File: src/rtl/min_lcm_pair_from_sum_assert.svh
// ----------------------------------------------------------------------------
// min_lcm_pair_from_sum_assert.svh
// Assertion macros shared by the RTL of the minimum-LCM pair splitter.
// Defining ASSERT_OFF turns every assertion into an empty statement.
// ----------------------------------------------------------------------------
`ifndef MIN_LCM_PAIR_FROM_SUM_ASSERT_SVH
`define MIN_LCM_PAIR_FROM_SUM_ASSERT_SVH

`ifndef ASSERT_OFF

// The property must hold at every clock edge outside reset.
`define MLPS_ASSERT(lbl, clk, rst_n, prop) \
  lbl: assert property (@(posedge clk) disable iff (!rst_n) prop) \
    else $error("mlps assertion failed");

// The expression must never be true outside reset.
`define MLPS_NEVER(lbl, clk, rst_n, expr) \
  lbl: assert property (@(posedge clk) disable iff (!rst_n) !(expr)) \
    else $error("mlps forbidden condition seen");

`else

`define MLPS_ASSERT(lbl, clk, rst_n, prop)
`define MLPS_NEVER(lbl, clk, rst_n, expr)

`endif

`endif

File: src/rtl/mlps_pkg.sv
// ----------------------------------------------------------------------------
// mlps_pkg
// Shared widths, types and states of the minimum-LCM pair splitter.
// ----------------------------------------------------------------------------
package mlps_pkg;

  // Width of the number and of both result parts.
  localparam int NUMBER_WIDTH = 32;
  // Width of the divider step counter.
  localparam int CNT_W = $clog2(NUMBER_WIDTH);

  typedef logic [NUMBER_WIDTH-1:0] num_t;
  typedef logic [CNT_W-1:0]        cnt_t;

  // Request from the sequencer to the shared divider.
  typedef struct packed {
    logic start;
    num_t dividend;
    num_t divisor;
  } div_req_t;

  // Status and results of the shared divider.
  typedef struct packed {
    logic busy;
    logic done;
    num_t quotient;
    num_t remainder;
  } div_rsp_t;

  // Sequencer states.
  typedef enum logic [1:0] {
    ST_IDLE,
    ST_START,
    ST_WAIT,
    ST_HOLD
  } state_t;

endpackage

File: src/rtl/mlps_if.sv
// ----------------------------------------------------------------------------
// mlps_if
// Valid/ready channels of the minimum-LCM pair splitter: one for the input
// number and one for the result pair.
// ----------------------------------------------------------------------------
interface mlps_in_if import mlps_pkg::*; ();
  logic valid;
  logic ready;
  num_t number;

  modport source (output valid, output number, input ready);
  modport sink (input valid, input number, output ready);
endinterface

interface mlps_out_if import mlps_pkg::*; ();
  logic valid;
  logic ready;
  num_t part_a;
  num_t part_b;

  modport source (output valid, output part_a, output part_b, input ready);
  modport sink (input valid, input part_a, input part_b, output ready);
endinterface

File: src/rtl/min_lcm_pair_from_sum.sv
// ----------------------------------------------------------------------------
// min_lcm_pair_from_sum
// Splits a number n into a + b = n with minimum lcm(a, b): a is the largest
// proper divisor of n found by trial division, or 1 when n has none, and
// b = n - a.
//
//   Channel   Direction  Word
//   in_chan   input      number
//   out_chan  output     part_a, part_b
//
// Each trial divisor costs one pass through ST_START and ST_WAIT, in which the
// shared divider runs one division, so the time an item takes grows with d, the
// last divisor tried. Numbers below four skip the divider and go to ST_HOLD.
// in_ready is high only while the sequencer is idle. A finished pair waits in
// the output register while the next number is already being worked on; a
// second finished pair waits until the first is taken.
// Reset is synchronous, active low, and clears the sequencer and valid flags.
// ----------------------------------------------------------------------------
`include "min_lcm_pair_from_sum_assert.svh"

module min_lcm_pair_from_sum import mlps_pkg::*; (
  input  logic              clk,
  input  logic              rst_n,
  mlps_in_if.sink           in_chan,
  mlps_out_if.source        out_chan
);

  state_t   state_r, state_nxt;
  num_t     n_r;
  num_t     d_r;
  num_t     a_r;
  logic     out_valid_r;
  num_t     out_a_r;
  num_t     out_b_r;
  div_req_t div_req;
  div_rsp_t div_rsp;
  logic     in_take;
  logic     small_n;
  logic     out_free;
  logic     load_out;
  logic     hit_end;
  logic     hit_div;

  // Shared divider.
  mlps_div u_div (
    .clk   (clk),
    .rst_n (rst_n),
    .req   (div_req),
    .rsp   (div_rsp)
  );

  // Decisions taken on the current inputs and divider results.
  always_comb begin
    in_take  = in_chan.valid && (state_r == ST_IDLE);
    small_n  = (in_chan.number < NUMBER_WIDTH'(4));
    out_free = !out_valid_r || out_chan.ready;
    hit_end  = div_rsp.done && (d_r > div_rsp.quotient);
    hit_div  = div_rsp.done && (div_rsp.remainder == '0);
  end

  // Next state.
  always_comb begin
    state_nxt = state_r;
    unique case (state_r)
      ST_IDLE: begin
        if (in_take) state_nxt = small_n ? ST_HOLD : ST_START;
      end
      ST_START: begin
        state_nxt = ST_WAIT;
      end
      ST_WAIT: begin
        priority if (hit_end || hit_div) state_nxt = ST_HOLD;
        else if (div_rsp.done)           state_nxt = ST_START;
      end
      ST_HOLD: begin
        if (out_free) state_nxt = ST_IDLE;
      end
      default: state_nxt = ST_IDLE;
    endcase
  end

  // Sequencer outputs.
  always_comb begin
    in_chan.ready    = (state_r == ST_IDLE);
    div_req.start    = (state_r == ST_START);
    div_req.dividend = n_r;
    div_req.divisor  = d_r;
    load_out         = (state_r == ST_HOLD) && out_free;
  end

  // Control registers.
  always_ff @(posedge clk) begin
    if (!rst_n) begin
      state_r     <= ST_IDLE;
      out_valid_r <= 1'b0;
    end else begin
      state_r <= state_nxt;
      if (load_out)           out_valid_r <= 1'b1;
      else if (out_chan.ready) out_valid_r <= 1'b0;
    end
  end

  // Number, trial divisor and found part.
  always_ff @(posedge clk) begin
    if (in_take) begin
      n_r <= in_chan.number;
      d_r <= NUMBER_WIDTH'(2);
      a_r <= NUMBER_WIDTH'(1);
    end else if (state_r == ST_WAIT && div_rsp.done) begin
      priority if (hit_end) a_r <= NUMBER_WIDTH'(1);
      else if (hit_div)     a_r <= div_rsp.quotient;
      else                  d_r <= d_r + 1'b1;
    end
  end

  // Output register.
  always_ff @(posedge clk) begin
    if (load_out) begin
      out_a_r <= a_r;
      out_b_r <= n_r - a_r;
    end
  end

  always_comb begin
    out_chan.valid  = out_valid_r;
    out_chan.part_a = out_a_r;
    out_chan.part_b = out_b_r;
  end

  // The two parts of a loaded word always add back to the number.
  `MLPS_ASSERT(a_top_sum, clk, rst_n,
    load_out |=> ((out_a_r + out_b_r) == $past(n_r)))
  // Trial divisors start at two and a division only runs while waiting.
  `MLPS_NEVER(a_top_div_low, clk, rst_n, (state_r == ST_WAIT) && (d_r < NUMBER_WIDTH'(2)))
  `MLPS_NEVER(a_top_div_idle, clk, rst_n, div_rsp.busy && (state_r != ST_WAIT))

endmodule

File: src/rtl/mlps_div.sv
// ----------------------------------------------------------------------------
// mlps_div
// Shared restoring divider: one quotient bit per cycle, with a one-cycle done
// pulse at the end. A start is only taken while the divider is not busy.
// ----------------------------------------------------------------------------
`include "min_lcm_pair_from_sum_assert.svh"

module mlps_div import mlps_pkg::*; (
  input  logic     clk,
  input  logic     rst_n,
  input  div_req_t req,
  output div_rsp_t rsp
);

  logic                    busy_r, busy_nxt;
  logic                    done_r, done_nxt;
  cnt_t                    cnt_r, cnt_nxt;
  num_t                    rem_r, rem_nxt;
  num_t                    quo_r, quo_nxt;
  num_t                    dvs_r, dvs_nxt;
  logic [NUMBER_WIDTH:0]   trial;
  logic [NUMBER_WIDTH:0]   diff;
  logic                    fits;

  // One restoring step: shift the next dividend bit into the remainder and
  // subtract the divisor when it fits.
  always_comb begin
    trial = {rem_r, quo_r[NUMBER_WIDTH-1]};
    diff  = trial - {1'b0, dvs_r};
    fits  = (trial >= {1'b0, dvs_r});
  end

  // Next values of the divider registers.
  always_comb begin
    busy_nxt = busy_r;
    done_nxt = 1'b0;
    cnt_nxt  = cnt_r;
    rem_nxt  = rem_r;
    quo_nxt  = quo_r;
    dvs_nxt  = dvs_r;
    if (req.start && !busy_r) begin
      busy_nxt = 1'b1;
      cnt_nxt  = CNT_W'(NUMBER_WIDTH - 1);
      rem_nxt  = '0;
      quo_nxt  = req.dividend;
      dvs_nxt  = req.divisor;
    end else if (busy_r) begin
      rem_nxt = fits ? diff[NUMBER_WIDTH-1:0] : trial[NUMBER_WIDTH-1:0];
      quo_nxt = {quo_r[NUMBER_WIDTH-2:0], fits};
      cnt_nxt = cnt_r - 1'b1;
      if (cnt_r == '0) begin
        busy_nxt = 1'b0;
        done_nxt = 1'b1;
      end
    end
  end

  // Control registers.
  always_ff @(posedge clk) begin
    if (!rst_n) begin
      busy_r <= 1'b0;
      done_r <= 1'b0;
    end else begin
      busy_r <= busy_nxt;
      done_r <= done_nxt;
    end
  end

  // Datapath registers.
  always_ff @(posedge clk) begin
    cnt_r <= cnt_nxt;
    rem_r <= rem_nxt;
    quo_r <= quo_nxt;
    dvs_r <= dvs_nxt;
  end

  always_comb begin
    rsp.busy      = busy_r;
    rsp.done      = done_r;
    rsp.quotient  = quo_r;
    rsp.remainder = rem_r;
  end

  // A start is only issued to an idle divider, and it makes it busy.
  `MLPS_NEVER(a_div_start_busy, clk, rst_n, req.start && busy_r)
  `MLPS_ASSERT(a_div_start_runs, clk, rst_n, req.start |=> busy_r)
  // A finished division leaves a remainder below a nonzero divisor.
  `MLPS_ASSERT(a_div_rem_small, clk, rst_n,
    (done_r && (dvs_r != '0)) |-> (rem_r < dvs_r))

endmodule
File: src/flat_wrapper.sv
// flat-port wrapper written by rule: the top's interface ports become plain ports
module min_lcm_pair_from_sum_flat import mlps_pkg::*;
  (clk, rst_n, in_chan_valid, in_chan_number, in_chan_ready, out_chan_valid, out_chan_part_a, out_chan_part_b, out_chan_ready);
  mlps_in_if in_chan_i ();
  mlps_out_if out_chan_i ();
  input  logic clk;
  input  logic rst_n;
  input wire logic [$bits(in_chan_i.valid)-1:0] in_chan_valid;
  input wire logic [$bits(in_chan_i.number)-1:0] in_chan_number;
  output wire logic [$bits(in_chan_i.ready)-1:0] in_chan_ready;
  output wire logic [$bits(out_chan_i.valid)-1:0] out_chan_valid;
  output wire logic [$bits(out_chan_i.part_a)-1:0] out_chan_part_a;
  output wire logic [$bits(out_chan_i.part_b)-1:0] out_chan_part_b;
  input wire logic [$bits(out_chan_i.ready)-1:0] out_chan_ready;
  assign in_chan_i.valid = in_chan_valid;
  assign in_chan_i.number = in_chan_number;
  assign in_chan_ready = in_chan_i.ready;
  assign out_chan_valid = out_chan_i.valid;
  assign out_chan_part_a = out_chan_i.part_a;
  assign out_chan_part_b = out_chan_i.part_b;
  assign out_chan_i.ready = out_chan_ready;
  min_lcm_pair_from_sum u_core (.clk(clk), .rst_n(rst_n), .in_chan(in_chan_i), .out_chan(out_chan_i));
endmodule
File: config.mk
export PLATFORM = sky130hd
export DESIGN_NAME = min_lcm_pair_from_sum_flat
export DESIGN_NICKNAME = d
export VERILOG_FILES = /design/src/rtl/mlps_pkg.sv /design/src/rtl/mlps_if.sv /design/src/rtl/min_lcm_pair_from_sum.sv /design/src/rtl/mlps_div.sv /design/src/flat_wrapper.sv
export VERILOG_INCLUDE_DIRS = /design/src /design/src/rtl
export SDC_FILE = /design/constraint.sdc
export NUM_CORES = 1
export LEC_CHECK = 0
export BUFFER_PORTS_ARGS = -buffer_cell sky130_fd_sc_hd__buf_4
export CELL_PAD_IN_SITES_DETAIL_PLACEMENT = 0
export CELL_PAD_IN_SITES_GLOBAL_PLACEMENT = 1
export CORE_MARGIN = 8
export CORE_UTILIZATION = 35
export CTS_BUF_LIST = sky130_fd_sc_hd__clkbuf_8 sky130_fd_sc_hd__clkbuf_16
export DETAILED_ROUTE_END_ITERATION = 12
export PLACE_DENSITY = 0.61
export SETUP_SLACK_MARGIN = 0.1
export SLEW_MARGIN = 20
export SYNTH_ARGS = -nofsm -noshare
export SYNTH_HDL_FRONTEND = slang
export SYNTH_SLANG_ARGS = --single-unit
File: constraint.sdc
create_clock -name clk -period 5.1 [get_ports clk]
set_input_delay 0.255 -clock clk [delete_from_list [all_inputs] [get_ports clk]]
set_output_delay 0.255 -clock clk [all_outputs]
set_load 0.005 [all_outputs]
# After elaboration in Yosys (flattened, before gate mapping)

Cells that the tools add are included.

Add/sub/neg operators: 4
Magnitude comparators: 3
Eq/ne operators: 6
Mux-type cells: 17
Bitwise logic cells: 4
Reduce and logical (&&, ||, !) cells: 20

Operators with widths:

| operator                                                                       | number |
|---|---|
| 32-bit 2-to-1 mux                                                              | 5 |
| 32-bit subtractor                                                              | 2 |
| 33-bit by 32-bit greater-or-equal comparator with 1-bit output                 | 1 |
| 32-bit by 1-bit adder with 32-bit output (second input constant)               | 1 |
| 32-bit greater-than comparator                                                 | 1 |
| 32-bit logical NOT                                                             | 1 |
| 32-bit by 3-bit less-than comparator with 1-bit output (second input constant) | 1 |
| 2-bit 2-to-1 mux                                                               | 5 |
| 2-bit one-hot mux with 4 select lines                                          | 1 |
| 1-bit logical AND                                                              | 6 |
| 1-bit 2-to-1 mux                                                               | 6 |
| 3-bit AND reduction                                                            | 2 |
| 2-bit nonzero test                                                             | 3 |
| 5-bit logical NOT                                                              | 1 |
| 5-bit by 1-bit subtractor with 5-bit output (second input constant)            | 1 |
| 2-bit == test (second input constant)                                          | 2 |
| 2-bit by 1-bit != test with 1-bit output (second input constant)               | 2 |
| 1-bit NOT                                                                      | 4 |
| 3-bit by 2-bit != test with 1-bit output (second input constant)               | 1 |
| 3-bit OR reduction                                                             | 1 |
| 2-bit by 1-bit == test with 1-bit output (second input constant)               | 1 |
| 1-bit logical NOT                                                              | 2 |
| 2-bit logical NOT                                                              | 1 |
| 1-bit logical OR                                                               | 2 |
| 2-bit AND reduction                                                            | 1 |

Bits in registers: 266
Bits of input ports: 36
Output and inout port bits: 66
Logic and storage cells: 67

# Depth between registers and ports, before layout

Gate-level depths: netlist (run 1).

Word-level depth: 5
Gate-level depth with buffers: 13
Gate-level depth less buffers: 12

# By module

A second synthesis (run 1) with hierarchy kept.

Cells, all modules: 1,378
Area total of the unflattened synthesis: 14,009.7 µm²

Modules (own cells, without submodules):

| module                | times used | cells an instance | area each (µm²) | sequential area each (µm²) |
|---|---|---|---|---|
| min_lcm_pair_from_sum | 1          | 818               | 8,250.4         | 4,224.1 |
| mlps_div              | 1          | 560               | 5,759.3         | 2,702.6 |

# Worst setup path after synthesis (run 1)

Ideal clock, no wire load.

Kind: reg2reg
From: register u_core.state_r[0]
To: register u_core.out_a_r[0] (netlist: u_core.out_chan.part_a[0]), enable pin
Library setup time: 0.486 ns
Arrival: 3.375 ns
Data required time: 4.614 ns
Path slack: 1.239 ns
Cell stages (with the launch flop): 4
Buffers on the path: 1
Clock period less this slack: 3.861 ns
Cell sequence: dfxtp_1 -> clkbuf_1 -> nand2_1 -> nor2_1

Word-level cells in the longest chain between the ends: 2

RTL lines:

| what                   | RTL line                     | source |
|---|---|---|
| from (decl)            | min_lcm_pair_from_sum.sv:28  | `state_t state_r, state_nxt;` |
| from (signal assigned) | min_lcm_pair_from_sum.sv:97  | `state_r <= state_nxt;` |
| 2-bit == test          | min_lcm_pair_from_sum.sv:88  | `load_out = (state_r == ST_HOLD) && out_free;` |
| 1-bit logical AND      | min_lcm_pair_from_sum.sv:88  |  |
| via u_core.load_out    | min_lcm_pair_from_sum.sv:40  | `logic load_out;` |
| to (signal assigned)   | min_lcm_pair_from_sum.sv:119 | `out_a_r <= a_r;` |
| to (decl)              | min_lcm_pair_from_sum.sv:33  | `num_t out_a_r;` |

The timed path passes the listed nets, and every way through them passes these cells.
A chain may end at the register's enable or synchronous reset.

# Final worst setup path (run 1)

From: register u_core.a_r[1]
To: register u_core.out_b_r[31] (netlist: u_core.out_chan.part_b[31]), data pin

Word-level cells in the longest chain between the ends: 1

RTL lines:

| what                   | RTL line                     | source |
|---|---|---|
| from (decl)            | min_lcm_pair_from_sum.sv:31  | `num_t a_r;` |
| from (signal assigned) | min_lcm_pair_from_sum.sv:111 | `else if (hit_div) a_r <= div_rsp.quotient;` |
| 32-bit subtractor      | min_lcm_pair_from_sum.sv:120 | `out_b_r <= n_r - a_r;` |
| to (signal assigned)   | min_lcm_pair_from_sum.sv:120 |  |
| to (decl)              | min_lcm_pair_from_sum.sv:34  | `num_t out_b_r;` |

No other way between the ends.

==> results, run 1 <==
- STA classifies the critical path startpoint as a register.
- Setup total negative slack on the finished layout was measured at 0 ps.
- Of the total power, the share spent switching nets is 0.248.
- The cell area after technology mapping is 14,100 sq um.
- The path type of the worst min-delay path is in -> reg.
- The layout filler cell count is 3,817.
- The via count of the first global-routing pass is 10,758.
- The type of element capturing the critical path is a register.
- CTS placed an instance of clkbuf_16 at the clock tree root.
- For this run, the number of Yosys warnings is 0.
- CTS built an H-tree with a depth of 1.
- The floorplan row count is 73.
- Entering global routing, the biggest net connects 69 pins.
- The post-synthesis area per instance is 10.3 sq um.
- In the global route stage, overall resource usage came out at 0.168.
- The final-report hold violation count is 0.
- The reg-to-reg critical path startpoint is u_core.a_r[1]$_SDFFE_PP0P_.
- The tightest hold path in the finished design has a slack of 88.4 ps.
- Summing over every cut layer, the via total after detailed routing is 10,885.
- The setup slack of the worst register-to-register path is ~1300 ps.
- The setup-violating endpoint count in the final report is 0.
- The worst-case hold path end point is u_core.state_r[1]$_SDFFE_PN0P_.
- The most frequent standard cell in the layout excluding fill and tap cells is edfxtp_1.
- The per-cell via count in the routed design is 5.32.
- Setup repair after global routing left no endpoint under its margin.
- Along the worst hold path, the cell count comes to 5.
- Ranked by total cell area, the synthesized netlist is headed by edfxtp_1 34%, dfxtp_1 15%, ha_1 8.6%, inv_1 3.5%, a21oi_1 3.2%.
- For this design the top-level I/O count stands at 102.
- The number of antenna violations at the first check in global routing is 1.
- The fraction of the cycle the final worst path needs is 0.735.
- The tool flagged a number of max-cap violations equal to 0.
- For this design the ratio of total power to cell area is 312 nW/um^2.
- The kind of critical path is reg -> reg.
- The area fraction of the dominant cell type after synthesis is 0.342.
- In this run the worst path has a maximum fanout of 4.
- The unique cell type count in the Yosys netlist is 77.
- The worst pin sits at a relative slew slack of 0.375.
- The share of layout cells above drive strength 1 is 0.122.
- Clock tree synthesis found a total of 266 sinks.
- The number of synthesized flops with an enable pin is 160.
- The number of nets in the synthesized netlist is 1,501.
- The internal portion of the total power is 3930 uW.
- The commonest register cell after synthesis is edfxtp_1.
- IR analysis of the VDD net gives a maximum drop of 0.263 mV.
- The net count reported at finish is 1,631.
- The synthesis-to-finish area growth is 19.2%.
- The max-slew violation count was 0.
- The library cells used most frequently in the layout, excluding fill and tap cells, are 160 x edfxtp_1, 135 x inv_1, 114 x nand2_1.
- The buffer count from post-CTS setup fixing is 0.
- The maximum operating frequency is around 0.27 GHz.
- The register bit count reported by yosys is 266.
- The run finished with clean final reports.
- At the later pin of the worst-skew pair, clock insertion delay measures between 500 and 600 ps.
- The cell type with the highest aggregate area in the netlist is edfxtp_1.
- From left edge to right edge, the die measures 216 um.
- Gates resized during post-CTS repair numbered 0.
- Summed over all nets, the switching power comes to about 1300 uW.
- In the synthesized netlist, the number of instances is 1,366.
- TritonCTS built the clock tree.
- Clock tree synthesis inserted a total of 31 buffers.
- The clock-pin slew reported for the worst setup and hold paths after clock tree synthesis is 60 ps.
- For the pin with the worst max-slew slack, the measured transition is 914 ps.
- The number of cells on the worst reg-to-reg path is 11.
- The startpoint identified for the worst hold timing path is in_chan_valid.
- The worst clock skew on the final layout is 11.7 ps.
- The share of total power dissipated in sequential elements is 0.466.
- The share of synthesized area occupied by flip-flops and latches is 0.493.
- The number of remaining DRC errors is 0.
- STA puts the critical path data required time at 5420 ps.
- Subtracting the final worst setup slack from the clock period gives around 3800 ps.
- The initial DRC count is 720.
- For this run, asynchronously set or reset flops after synthesis account for 0.
- The weighted congestion at the end of routability-driven global placement is 0.843.
- The analysis attributes to cell leakage a power of ~0.0065 uW.
- The aggregate global routing overflow is 0.
- After detailed routing, the total wire length is 40,000 um.
- After legalization and detailed placement, the total HPWL measured 28,900 um.
- The starting utilization of the core area is 0.354.
- The height of the die is 216 um.
- The first global-routing pass estimated between 60,000 and 70,000 um of wire.
- The area of the placeable core is 39,700 sq um.
- Dividing the detail-routed wire length by the instance count gives 19.6 um.
- The share of total power dissipated in the clock network is 0.428.
- The number of nets still failing antenna checks after routing is 0.
- The buffer depth of the longest clock path is 3.
- During placement, the flow inserted port buffers numbering 101.
- The number of search-and-repair iterations in the first detailed-routing pass is 5.
- The critical path arrival is 4070 ps.
- The worst register-to-register path ends at u_core.out_chan.part_b[31]$_DFFE_PP_.
- The proportion of power drawn by combinational gates is 0.107.
- The die covers between 40,000 and 50,000 sq um.
-- logic make-up after synthesis --
family | Yosys count | share of synthesized area
AO/OA/AOI/OAI | 378 | 0.182
XOR/XNOR | 53 | 0.0330
multiplexers | 27 | 0.0193
AND/OR/NAND/NOR | 361 | 0.131
adder cells (fa/ha/maj) | 99 | 0.0892
flip-flops | 266 | 0.493
buffers and inverters | 182 | 0.0527
-- final cells by class --
| class | count | area [sq um] | area share |
|---|---|---|---|
| inverters | 133 | 499 | 0.0298 |
| clock buffers | 39 | 897 | 0.0536 |
| well taps | 525 | 657 | 0.0392 |
| flip-flops and latches | 266 | 6930 | 0.414 |
| diodes | 1 | 2.50 | 0.000149 |
| repair buffers | 146 | 1200 | 0.0719 |
| clock inverters | 17 | 133 | 0.00792 |
| multi-input cells | 918 | 6430 | 0.384 |
-- cells in the mapped netlist (all sizes together), types with 3 or more instances --
library cell  count
a22o             33
a211o             3
a31oi             4
xor2             11
and3             13
o31ai            23
nand2           114
or4              20
dfxtp           106
o2111ai           3
ha               97
buf              18
edfxtp          160
inv             132
o21a             15
clkbuf           31
xnor2            42
a21o             37
a32oi             9
o41ai            10
o311ai           10
nor2             59
or3               5
nor4             24
and2              8
a21oi            91
nand2b           19
o31a              3
nand4            27
and4              4
nor3             18
a2111oi           3
o21bai            6
a211oi            4
nor2b            15
o21ai            96
mux2i            26
nand3            28
o211ai           13
-- what timing repair did --
action / in CTS / in global routing
endpoints found under the setup margin: 0 / 0
endpoints found under the hold margin: 37 / 0
hold buffers: 33 / 0
-- state kept, by name (all words and copies together) (netlist names), 2 cells and up --
| register | count |
|---|---|
| u_core.out_chan.part_a | 32 |
| u_core.a_r | 32 |
| u_core.state_r | 2 |
| u_core.u_div.cnt_r | 5 |
| u_core.u_div.dvs_r | 32 |
| u_core.out_chan.part_b | 32 |
| u_core.u_div.quo_r | 32 |
| u_core.n_r | 32 |
| u_core.u_div.rem_r | 32 |
| u_core.d_r | 32 |
-- routing by layer --
layer / wire [um] / up-vias / global-route usage
met5: 0 / - / 0
met4: 821 / 0 / 0.0431
met3: 1880 / 49 / 0.0228
met2: 18400 / 243 / 0.274
met1: 18900 / 5260 / 0.231
li1: - / 5333 / -
-- worst max path at each step --
stage                                   startpoint                                   end  cells after the start
finish                  u_core.a_r[1]$_SDFFE_PP0P_  u_core.out_chan.part_b[31]$_DFFE_PP_                     11
global route            u_core.a_r[1]$_SDFFE_PP0P_  u_core.out_chan.part_b[31]$_DFFE_PP_                     11
detailed placement      u_core.a_r[1]$_SDFFE_PP0P_  u_core.out_chan.part_b[31]$_DFFE_PP_                     11
floorplan           u_core.state_r[0]$_SDFFE_PN0P_   u_core.out_chan.part_a[0]$_DFFE_PP_                      3
global placement        u_core.a_r[1]$_SDFFE_PP0P_  u_core.out_chan.part_b[31]$_DFFE_PP_                     11
CTS                     u_core.a_r[1]$_SDFFE_PP0P_  u_core.out_chan.part_b[31]$_DFFE_PP_                     11
-- stage by stage --
stage	utilization	setup WS (ps)	power [uW]	cells	instance area (sq um)
2_1_floorplan	-	1240	2820	1366	14100
6_report	0.422	1350	5220	2045	16700
3_3_place_gp	0.387	1470	3010	1955	15400
4_1_cts	0.421	1420	5290	2044	16700
3_5_place_dp	0.387	1460	3010	1955	15400
5_1_grt	0.422	1090	5430	2045	16700
-- worst max-delay path: stages, from the launching register on --
cell	delay (ps)
dfxtp_1	420
inv_1	70
ha_1	260
nor2b_1	150
o31a_1	290
o31ai_1	520
nand3_1	320
o2111ai_1	410
a311oi_1	240
o21ai_0	470
a21oi_1	190
xnor2_1	150
-- power groups by stage --
stage	clock, uW	sequential (uW)	combinational, uW
after detailed placement	0	2470	537
after global routing	2370	2440	621
after global placement	0	2470	534
final	2230	2430	556
after floorplan	0	2460	357
after CTS	2300	2430	562
(Power assumes the default switching activity.)
==> inputs of run 2 (changes only) <==
--- a/config.mk
+++ b/config.mk
@@ -6,6 +6,7 @@
 export SDC_FILE = /design/constraint.sdc
 export NUM_CORES = 1
 export LEC_CHECK = 0
+export ABC_AREA = 1
 export BUFFER_PORTS_ARGS = -buffer_cell sky130_fd_sc_hd__buf_4
 export CELL_PAD_IN_SITES_DETAIL_PLACEMENT = 0
 export CELL_PAD_IN_SITES_GLOBAL_PLACEMENT = 1
@@ -13,7 +14,7 @@
 export CORE_UTILIZATION = 35
 export CTS_BUF_LIST = sky130_fd_sc_hd__clkbuf_8 sky130_fd_sc_hd__clkbuf_16
 export DETAILED_ROUTE_END_ITERATION = 12
-export PLACE_DENSITY = 0.61
+export PLACE_DENSITY = 0.64
 export SETUP_SLACK_MARGIN = 0.1
 export SLEW_MARGIN = 20
 export SYNTH_ARGS = -nofsm -noshare
==> constraint.sdc (replaced) <==
create_clock -name clk -period 3.85 [get_ports clk]
set_input_delay 0.1925 -clock clk [delete_from_list [all_inputs] [get_ports clk]]
set_output_delay 0.1925 -clock clk [all_outputs]
set_load 0.005 [all_outputs]
==> run 2 against run 1 <==
Compared with the run above: combinational power rose to 6.7 times the previous value; highest routed layer unchanged; utilization down 0.093 points; cell area up 11%; routed wire length up 25%; register-to-register slack worse by 410 ps; sequential share of layout area down 4.2 points.
==> results, run 2 <==
- After routing, the total negative slack on setup checks comes to 0 ps.
- The required arrival time at the worst endpoint is 4350 ps.
- Of all flip-flops after synthesis, the portion carrying an async set or reset was 0.
- The cell area power density is 580 nW/um^2.
- The setup-violating endpoint count in the final report is 0.
- The most used flip-flop cell after synthesis is edfxtp_1.
- The floorplan step defined a die boundary enclosing ~52,000 sq um.
- After synthesis the cells add up to 15,700 sq um.
- The number of search-and-repair iterations in the first detailed-routing pass is 7.
- The floorplan row count is slightly below 80.
- The fraction of power consumed by sequential logic is 0.343.
- The height of the die is 228 um.
- After technology mapping, the gate count stands at around 2,000.
- The critical path arrival is 3420 ps.
- The synthesis-to-finish area growth is 18.4%.
- The cell type with the highest aggregate area in the netlist is edfxtp_1.
- The max-slew violation count is 0.
- The proportion of total power due to net switching is 0.366.
- The unique cell type count in the Yosys netlist is 45.
- After detailed routing, the number of vias per cell comes to just under 5.
- The routed design has 49,900 um of wire.
- The maximum level of the CTS H-tree is 1.
- The number of antenna violations at the first check in global routing is 0.
- For the finished layout, the period the worst path requires is 2910 ps.
- Pin placement for this block handled 102 I/O pins.
- The initial utilization of the core area, before any placement, comes to 0.355.
- The root cell of the clock tree is clkbuf_16.
- The area of the placeable core is 44,300 sq um.
- Setup repair after global routing left no endpoint under its margin.
- Clock tree synthesis found a total of 266 sinks.
- The final layout contains 2,274 nets.
- Traced cell by cell, the critical path runs through ha_1, a21oi_1, nand2_1, nand2_1, nand2_1, nand2_1, nand2_1, nand2_1, nand2_1, nand2_2, buf_4, nand2_1, nand3_1, nand2_1, nor2_1.
- Yosys attributes the largest share of cell area to edfxtp_1 31%, dfxtp_1 13%, nand2_1 13%, ha_1 7.7%, inv_1 6.3%.
- The Yosys step of the flow raised 0 warnings.
- Of the cells placed in the final design, the portion with a size suffix greater than 1 is 0.101.
- The detailed router placed 13,701 vias in this run.
- Based on the critical path, the design can be clocked at up to 0.343 GHz.
- The number of remaining DRC errors is 0.
- The via count of the first global-routing pass is ~13,000.
- The total internal power is 6860 uW.
- The final worst hold slack is 132 ps.
- The longest clock path from root to sink contains 3 buffers.
- The die is 228 um wide.
- For the pin with the worst max-slew slack, the measured transition is 902 ps.
- Of the available clock period, the critical path in the final layout requires 0.757.
- Counting both buffers and inverters, the worst setup path holds a total of 1.
- TritonCTS built the clock tree.
- The most numerous cell on the critical path is nand2_1.
- The final-report hold violation count was 0.
- The detail route stage leaves a number of antenna-violating nets equal to 0.
- Buffers placed on the I/O ports in this run total approximately 100.
- The total of max-cap violations is 0.
- In this run the power spent charging and discharging nets is 3960 uW.
- The source-to-sink clock delay at the later pin of the worst-skew pair is approximately 570 ps.
- The nature of the critical path startpoint is a register.
- The post-synthesis net count is between 2,000 and 2,500.
- The initial DRC count is 1,097.
- Buffers inserted during clock tree synthesis total 31.
- The critical path is of the reg -> reg type.
- The share of synthesized area occupied by flip-flops and latches is 0.440.
- For this run, the slowest stage of the critical path takes roughly 540 ps.
- The wire length of the first global-routing pass is around 77,000 um.
- For this design the static power due to leakage is about 0.0081 uW.
- Clock skew on the completed layout was measured at 9.44 ps.
- The largest fanout on the critical path is 47.
- Of the total power, combinational logic draws 0.344.
- Dividing the synthesized area by the synthesized cell count gives 7.83 sq um.
- The most common cell in the netlist is nand2_1.
- STA classifies the critical path endpoint as a register.
- The weighted congestion at the end of routability-driven global placement is roughly 0.9.
- The maximum number of pins on one net before global-route repair is 101.
- Leaving out fill and tap cells, the most frequent cell in the layout is nand2_1.
- The cell with the largest stage delay on the worst path is buf_4.
- The number of antenna diodes in the final layout is 0.
- The normalized max-slew margin is 0.399.
- The average detailed-routed wire length per instance is 18.1 um.
- VDD sags by at most approximately 0.36 mV.
- The flow ran to the end, and the final reports show no timing, DRC or antenna violations.
- The path type of the worst min-delay path is in -> reg.
- Of the total power, the clock network draws 0.313.
- The clock-pin slew reported for the worst setup and hold paths after clock tree synthesis is ~60 ps.
- The critical path's top delay family is simple AND/OR/NAND/NOR gates.
- The number of synthesized flops with an enable pin is 160.
- Summed over all layers, the global routing overflow is 0.
- By count the netlist is led by 547 x nand2_1, 264 x inv_1, 170 x nor2_1.
- The area fraction of the dominant cell type after synthesis is 0.305.
- The detailed placement HPWL is 38,100 um.
- The register bit count reported by yosys is 266.
- In the global route stage, overall resource usage came out at 0.184.
- Leaving out fill and tap cells, the most frequent cells in the layout are 546 x nand2_1, 265 x inv_1, 166 x nor2_1.
- Buffers added to address setup during post-CTS repair amount to 0.
-- run 2: cell count changes after synthesis, moves of 14 or more --
| cell | previous run | this run |
|---|---|---|
| nand4_1 | 26 | 51 |
| xor2_1 | 11 | 36 |
| a22o_1 | 33 | 0 |
| mux2i_1 | 26 | 0 |
| nand2b_1 | 19 | 0 |
| or4_1 | 20 | 0 |
| a21o_1 | 37 | 9 |
| a21oi_1 | 91 | 151 |
| o31ai_1 | 21 | 0 |
| nand2_1 | 114 | 547 |
| nor2b_1 | 14 | 0 |
| nand3_1 | 28 | 126 |
| nor2_1 | 58 | 170 |
| inv_1 | 131 | 264 |
-- run 2: area by class of cell --
cell class / instances / area (sq um)
repair buffers: 150 / 1240
well taps: 592 / 741
fillers: 4613 / 25700
inverters: 272 / 1020
clock buffers: 32 / 790
flip-flops and latches: 266 / 6930
clock inverters: 25 / 390
multi-input cells: 1418 / 7540
-- run 2: repair_timing --
action                    4_1_cts  5_1_grt
hold endpoints to repair       37        0
resized for setup               0        0
hold buffers                   34        0
-- run 2: worst min-delay path: stages --
cell and delay [ps]:
buf_4 70, inv_1 90, nand2_1 140, nand2_1 60, a21oi_1 100
-- run 2: worst paths after layout --
path / startpoint / endpoint / slack, ps / depth (start not counted)
max: u_core.d_r[3]$_SDFFE_PP0P_ / u_core.a_r[18]$_SDFFE_PP0P_ / 940 / 15
min: in_chan_valid / u_core.state_r[1]$_SDFFE_PN0P_ / 130 / 5
max reg2reg: u_core.d_r[3]$_SDFFE_PP0P_ / u_core.a_r[18]$_SDFFE_PP0P_ / 940 / 15
min reg2reg: u_core.u_div.cnt_r[3]$_SDFFE_PP1P_ / u_core.u_div.cnt_r[3]$_SDFFE_PP1P_ / 470 / 1
-- run 2: layer usage --
metal,GRT usage,up-vias,share of wire
li1,-,6906,-
met1,0.264,6450,0.49
met2,0.291,284,0.45
met3,0.0294,61,0.047
met4,0.0353,0,0.017
met5,0,-,0
-- run 2: power groups by stage --
stage,sequential (uW),clock [uW],combinational [uW]
4_1_cts,3720,3470,3730
3_3_place_gp,3780,0,3680
3_5_place_dp,3770,0,3670
5_1_grt,3760,3570,4160
6_report,3710,3390,3720
2_1_floorplan,3690,0,2670
-- run 2: kinds of logic after synthesis --
logic type / count (synthesis) / synth area share
AO/OA/AOI/OAI: 270 / 0.0926
XOR/XNOR: 70 / 0.0389
adder cells (fa/ha/maj): 99 / 0.0796
buffers and inverters: 327 / 0.0834
flip-flops: 266 / 0.440
AND/OR/NAND/NOR: 979 / 0.266
-- run 2: stage by stage --
step           worst slack [ps]   util  total power, uW  instances  cell area [sq um]
6_report                    936  0.421            10800       2755              18600
2_1_floorplan               231      -             6360       2011              15700
3_3_place_gp                981  0.386             7460       2664              17100
4_1_cts                     925  0.421            10900       2755              18600
3_5_place_dp                965  0.386             7450       2664              17100
5_1_grt                     631  0.421            11500       2755              18600
==> inputs of run 3 (changes only) <==
==> constraint.sdc (replaced) <==
create_clock -name clk -period 2.9 [get_ports clk]
set_input_delay 0.145 -clock clk [delete_from_list [all_inputs] [get_ports clk]]
set_output_delay 0.145 -clock clk [all_outputs]
set_load 0.005 [all_outputs]
==> run 3 against run 2 <==
Compared with the run above: cell area is 0.83% higher; via count is 1.0% higher; total power is 29% higher; setup slack worse by 660 ps; sequential power is 33% higher; clock power is 19% higher; critical endpoint is now u_core.out_chan.part_b[29]$_DFFE_PP_; largest cell class unchanged; largest power group unchanged; highest routed layer unchanged.
==> results, run 3 (synthesis results as in run 2) <==
- The maximum level of the CTS H-tree is 1.
- The worst clock skew on the final layout is 32.8 ps.
- The number of nets still failing antenna checks after routing is 0.
- Entering global routing, the biggest net connects 65 pins.
- The height of the die is 228 um.
- After detailed placement, the design holds a cell count of between 2,000 and 3,000.
- For this configuration, the core starts out at a cell density of 0.355.
- The buffer count from post-CTS setup fixing is 0.
- The buffer depth of the longest clock path is 3.
- The design draws between 10,000 and 15,000 uW.
- The number of port buffers is 101.
- After the last flow step, the layout net total stands at 2,308.
- The number of remaining DRC errors is 0.
- In this run the cell area measured after placement is around 17,000 sq um.
- The number of diodes added for antenna fixing is 0.
- The number of antenna violations at the first check in global routing is 0.
- Summed over all layers, the global routing overflow is 0.
- For the worst setup path, the data arrival time is a little under 3000 ps.
- The worst register-to-register path begins at u_core.n_r[2]$_DFFE_PP_.
- The total number of vias is between 10,000 and 15,000.
- The count of clock tree sinks is 266.
- Dividing the detail-routed via count by the number of cells gives 4.96.
- Before CTS, the worst setup slack after placement is between 200 and 300 ps.
- The setup-violating endpoint count in the final report is 0.
- The maximum operating frequency is approximately 0.38 GHz.
- Measured along the x axis, the die boundary spans 228 um.
- The type of element capturing the critical path is a register.
- At the end of routability-driven placement, the weighted congestion stood at around 0.87.
- The number of search-and-repair iterations in the first detailed-routing pass is 5.
- In this run the critical register-to-register path is captured at u_core.out_chan.part_b[29]$_DFFE_PP_.
- The setup TNS is 0 ps.
- The footprint of the multi-input gates is 7540 sq um.
- The total wire length is 51,600 um.
- The synthesis-to-finish area growth is 19.4%.
- The max-slew violation count is 0.
- The worst-case vdd ir drop is 0.490 mV.
- The run finished with clean final reports.
- The largest fanout on the critical path is 4.
- The first global-routing pass estimated 79,700 um of wire.
- The share of layout cells above drive strength 1 is 0.115.
- The start point of the worst min-delay path is in_chan_number[13].
- Counting the fill cells in the layout gives around 4,600.
- Subtracting the final worst setup slack from the clock period gives 2630 ps.
- The final-report hold violation count is 0.
- STA classifies the critical path startpoint as a register.
- For this design the ratio of total power to cell area is 743 nW/um^2.
- Setup repair after global routing left no endpoint under its margin.
- Once layout is done, the placed cells without fillers occupy approximately 19,000 sq um.
- The die covers 52,000 sq um.
- In the final routed layout, each cell accounts on average for about 19 um.
- After clock tree synthesis, the clock-pin slew on the worst setup and hold paths is ~60 ps.
- The cell sitting at the root of the clock tree is a clkbuf_16.
- The leakage dissipation is a little over 0.008 uW.
- The number of instances on the worst hold path is 2.
- In the final layout, flip-flops and latches occupy slightly below 7000 sq um.
- In the layout the commonest cells are 546 x nand2_1, 266 x inv_1, 166 x nor2_1.
- The normalized max-slew margin is 0.368.
- Leaving out fill and tap cells, the most frequent cell in the layout is nand2_1.
- In this run the register-to-register setup slack is 270 ps.
- The overall routing resource usage is 0.190.
- The detailed router finished its first iteration with 1,064 violations.
- Counting the buffers created by CTS gives 31.
- The required arrival time at the worst endpoint is ~3200 ps.
- In the finished design, the share of the clock period the worst path needs comes to 0.905.
- The detailed placement HPWL is a little under 40,000 um.
- After floorplanning, the core was sized to cover between 40,000 and 50,000 sq um.
- The worst-case hold path end point is u_core.n_r[13]$_DFFE_PP_.
- Max-cap violations in this run came to 0.
- The kind of critical path is reg -> reg.
- The number of cells on the worst reg-to-reg path is 11.
- Row generation in the floorplan step produced 77 rows.
- The number of primary I/O pins is 102.
- After the flow finishes, the layout carries non-filler instances totaling between 2,000 and 3,000.
- For the pin with the worst max-slew slack, the measured transition is 948 ps.
- The CTS tree is built.
- The least setup slack across all paths after layout is 275 ps.
- The source-to-sink clock delay at the later pin of the worst-skew pair is between 500 and 600 ps.
- The worst hold path belongs to the class in -> reg.
- The via count of the first global-routing pass was 13,375.
==> run 3: cell count changes in the layout (fill, tap and decap cells not counted), moves of 2 or more <==
| cell | before | now |
|---|---|---|
| buf_12 | 2 | 4 |
| clkinv_2 | 5 | 7 |
| buf_4 | 114 | 145 |
| clkbuf_16 | 31 | 33 |
| inv_4 | 0 | 2 |
| bufinv_16 | 10 | 3 |
==> run 3: how the worst max path moves through the flow <==
stage | from | endpoint | cells after the start
2_1_floorplan | u_core.state_r[0]$_SDFFE_PN0P_ | u_core.out_chan.part_a[0]$_DFFE_PP_ | 2
5_1_grt | u_core.n_r[2]$_DFFE_PP_ | u_core.out_chan.part_b[29]$_DFFE_PP_ | 11
4_1_cts | u_core.u_div.rem_r[9]$_SDFFE_PP0P_ | u_core.d_r[25]$_SDFFE_PP0P_ | 9
6_report | u_core.n_r[2]$_DFFE_PP_ | u_core.out_chan.part_b[29]$_DFFE_PP_ | 11
3_3_place_gp | u_core.u_div.rem_r[9]$_SDFFE_PP0P_ | u_core.d_r[7]$_SDFFE_PP0P_ | 9
3_5_place_dp | u_core.u_div.rem_r[9]$_SDFFE_PP0P_ | u_core.d_r[7]$_SDFFE_PP0P_ | 9
==> run 3: cell type report <==
class                   instances  area share
multi-input cells            1418       0.401
flip-flops and latches        266       0.369
repair buffers                184      0.0808
inverters                     272      0.0543
clock buffers                  33      0.0439
well taps                     592      0.0394
clock inverters                25      0.0119
==> run 3: power breakdown <==
group / internal (uW) / switching [uW] / leakage (uW)
Clock: 2340 / 1690 / 0.000530
Combinational: 1680 / 3320 / 0.00535
Sequential: 4600 / 346 / 0.00236
==> run 3: routing by layer <==
metal | up-vias | GRT usage | routed length [um]
met5 | - | 0 | 0
met4 | 0 | 0.0363 | 824
met3 | 40 | 0.0267 | 2460
met2 | 317 | 0.296 | 22700
met1 | 6522 | 0.280 | 25700
li1 | 6961 | - | -
==> run 3: worst max-delay path, stage by stage, from the launching register on <==
cell	delay [ps]
edfxtp_1	430
ha_1	370
a21oi_1	160
o21ai_1	110
a21oi_1	420
inv_1	170
a21oi_1	270
inv_1	130
nand4_1	130
nand2_1	70
nand2_1	60
nand2_1	40
==> run 3: per-stage QoR <==
step / util / hold WS, ps
2_1_floorplan: - / 244
3_3_place_gp: 0.392 / 326
3_5_place_dp: 0.392 / 326
4_1_cts: 0.424 / 264
5_1_grt: 0.424 / 276
6_report: 0.424 / 302
==> run 3: timing repair <==
action                                  4_1_cts  5_1_grt
endpoints found under the hold margin        37        0
resized for setup                             0        1
hold buffers                                 35        0
endpoints found under the setup margin        0        1
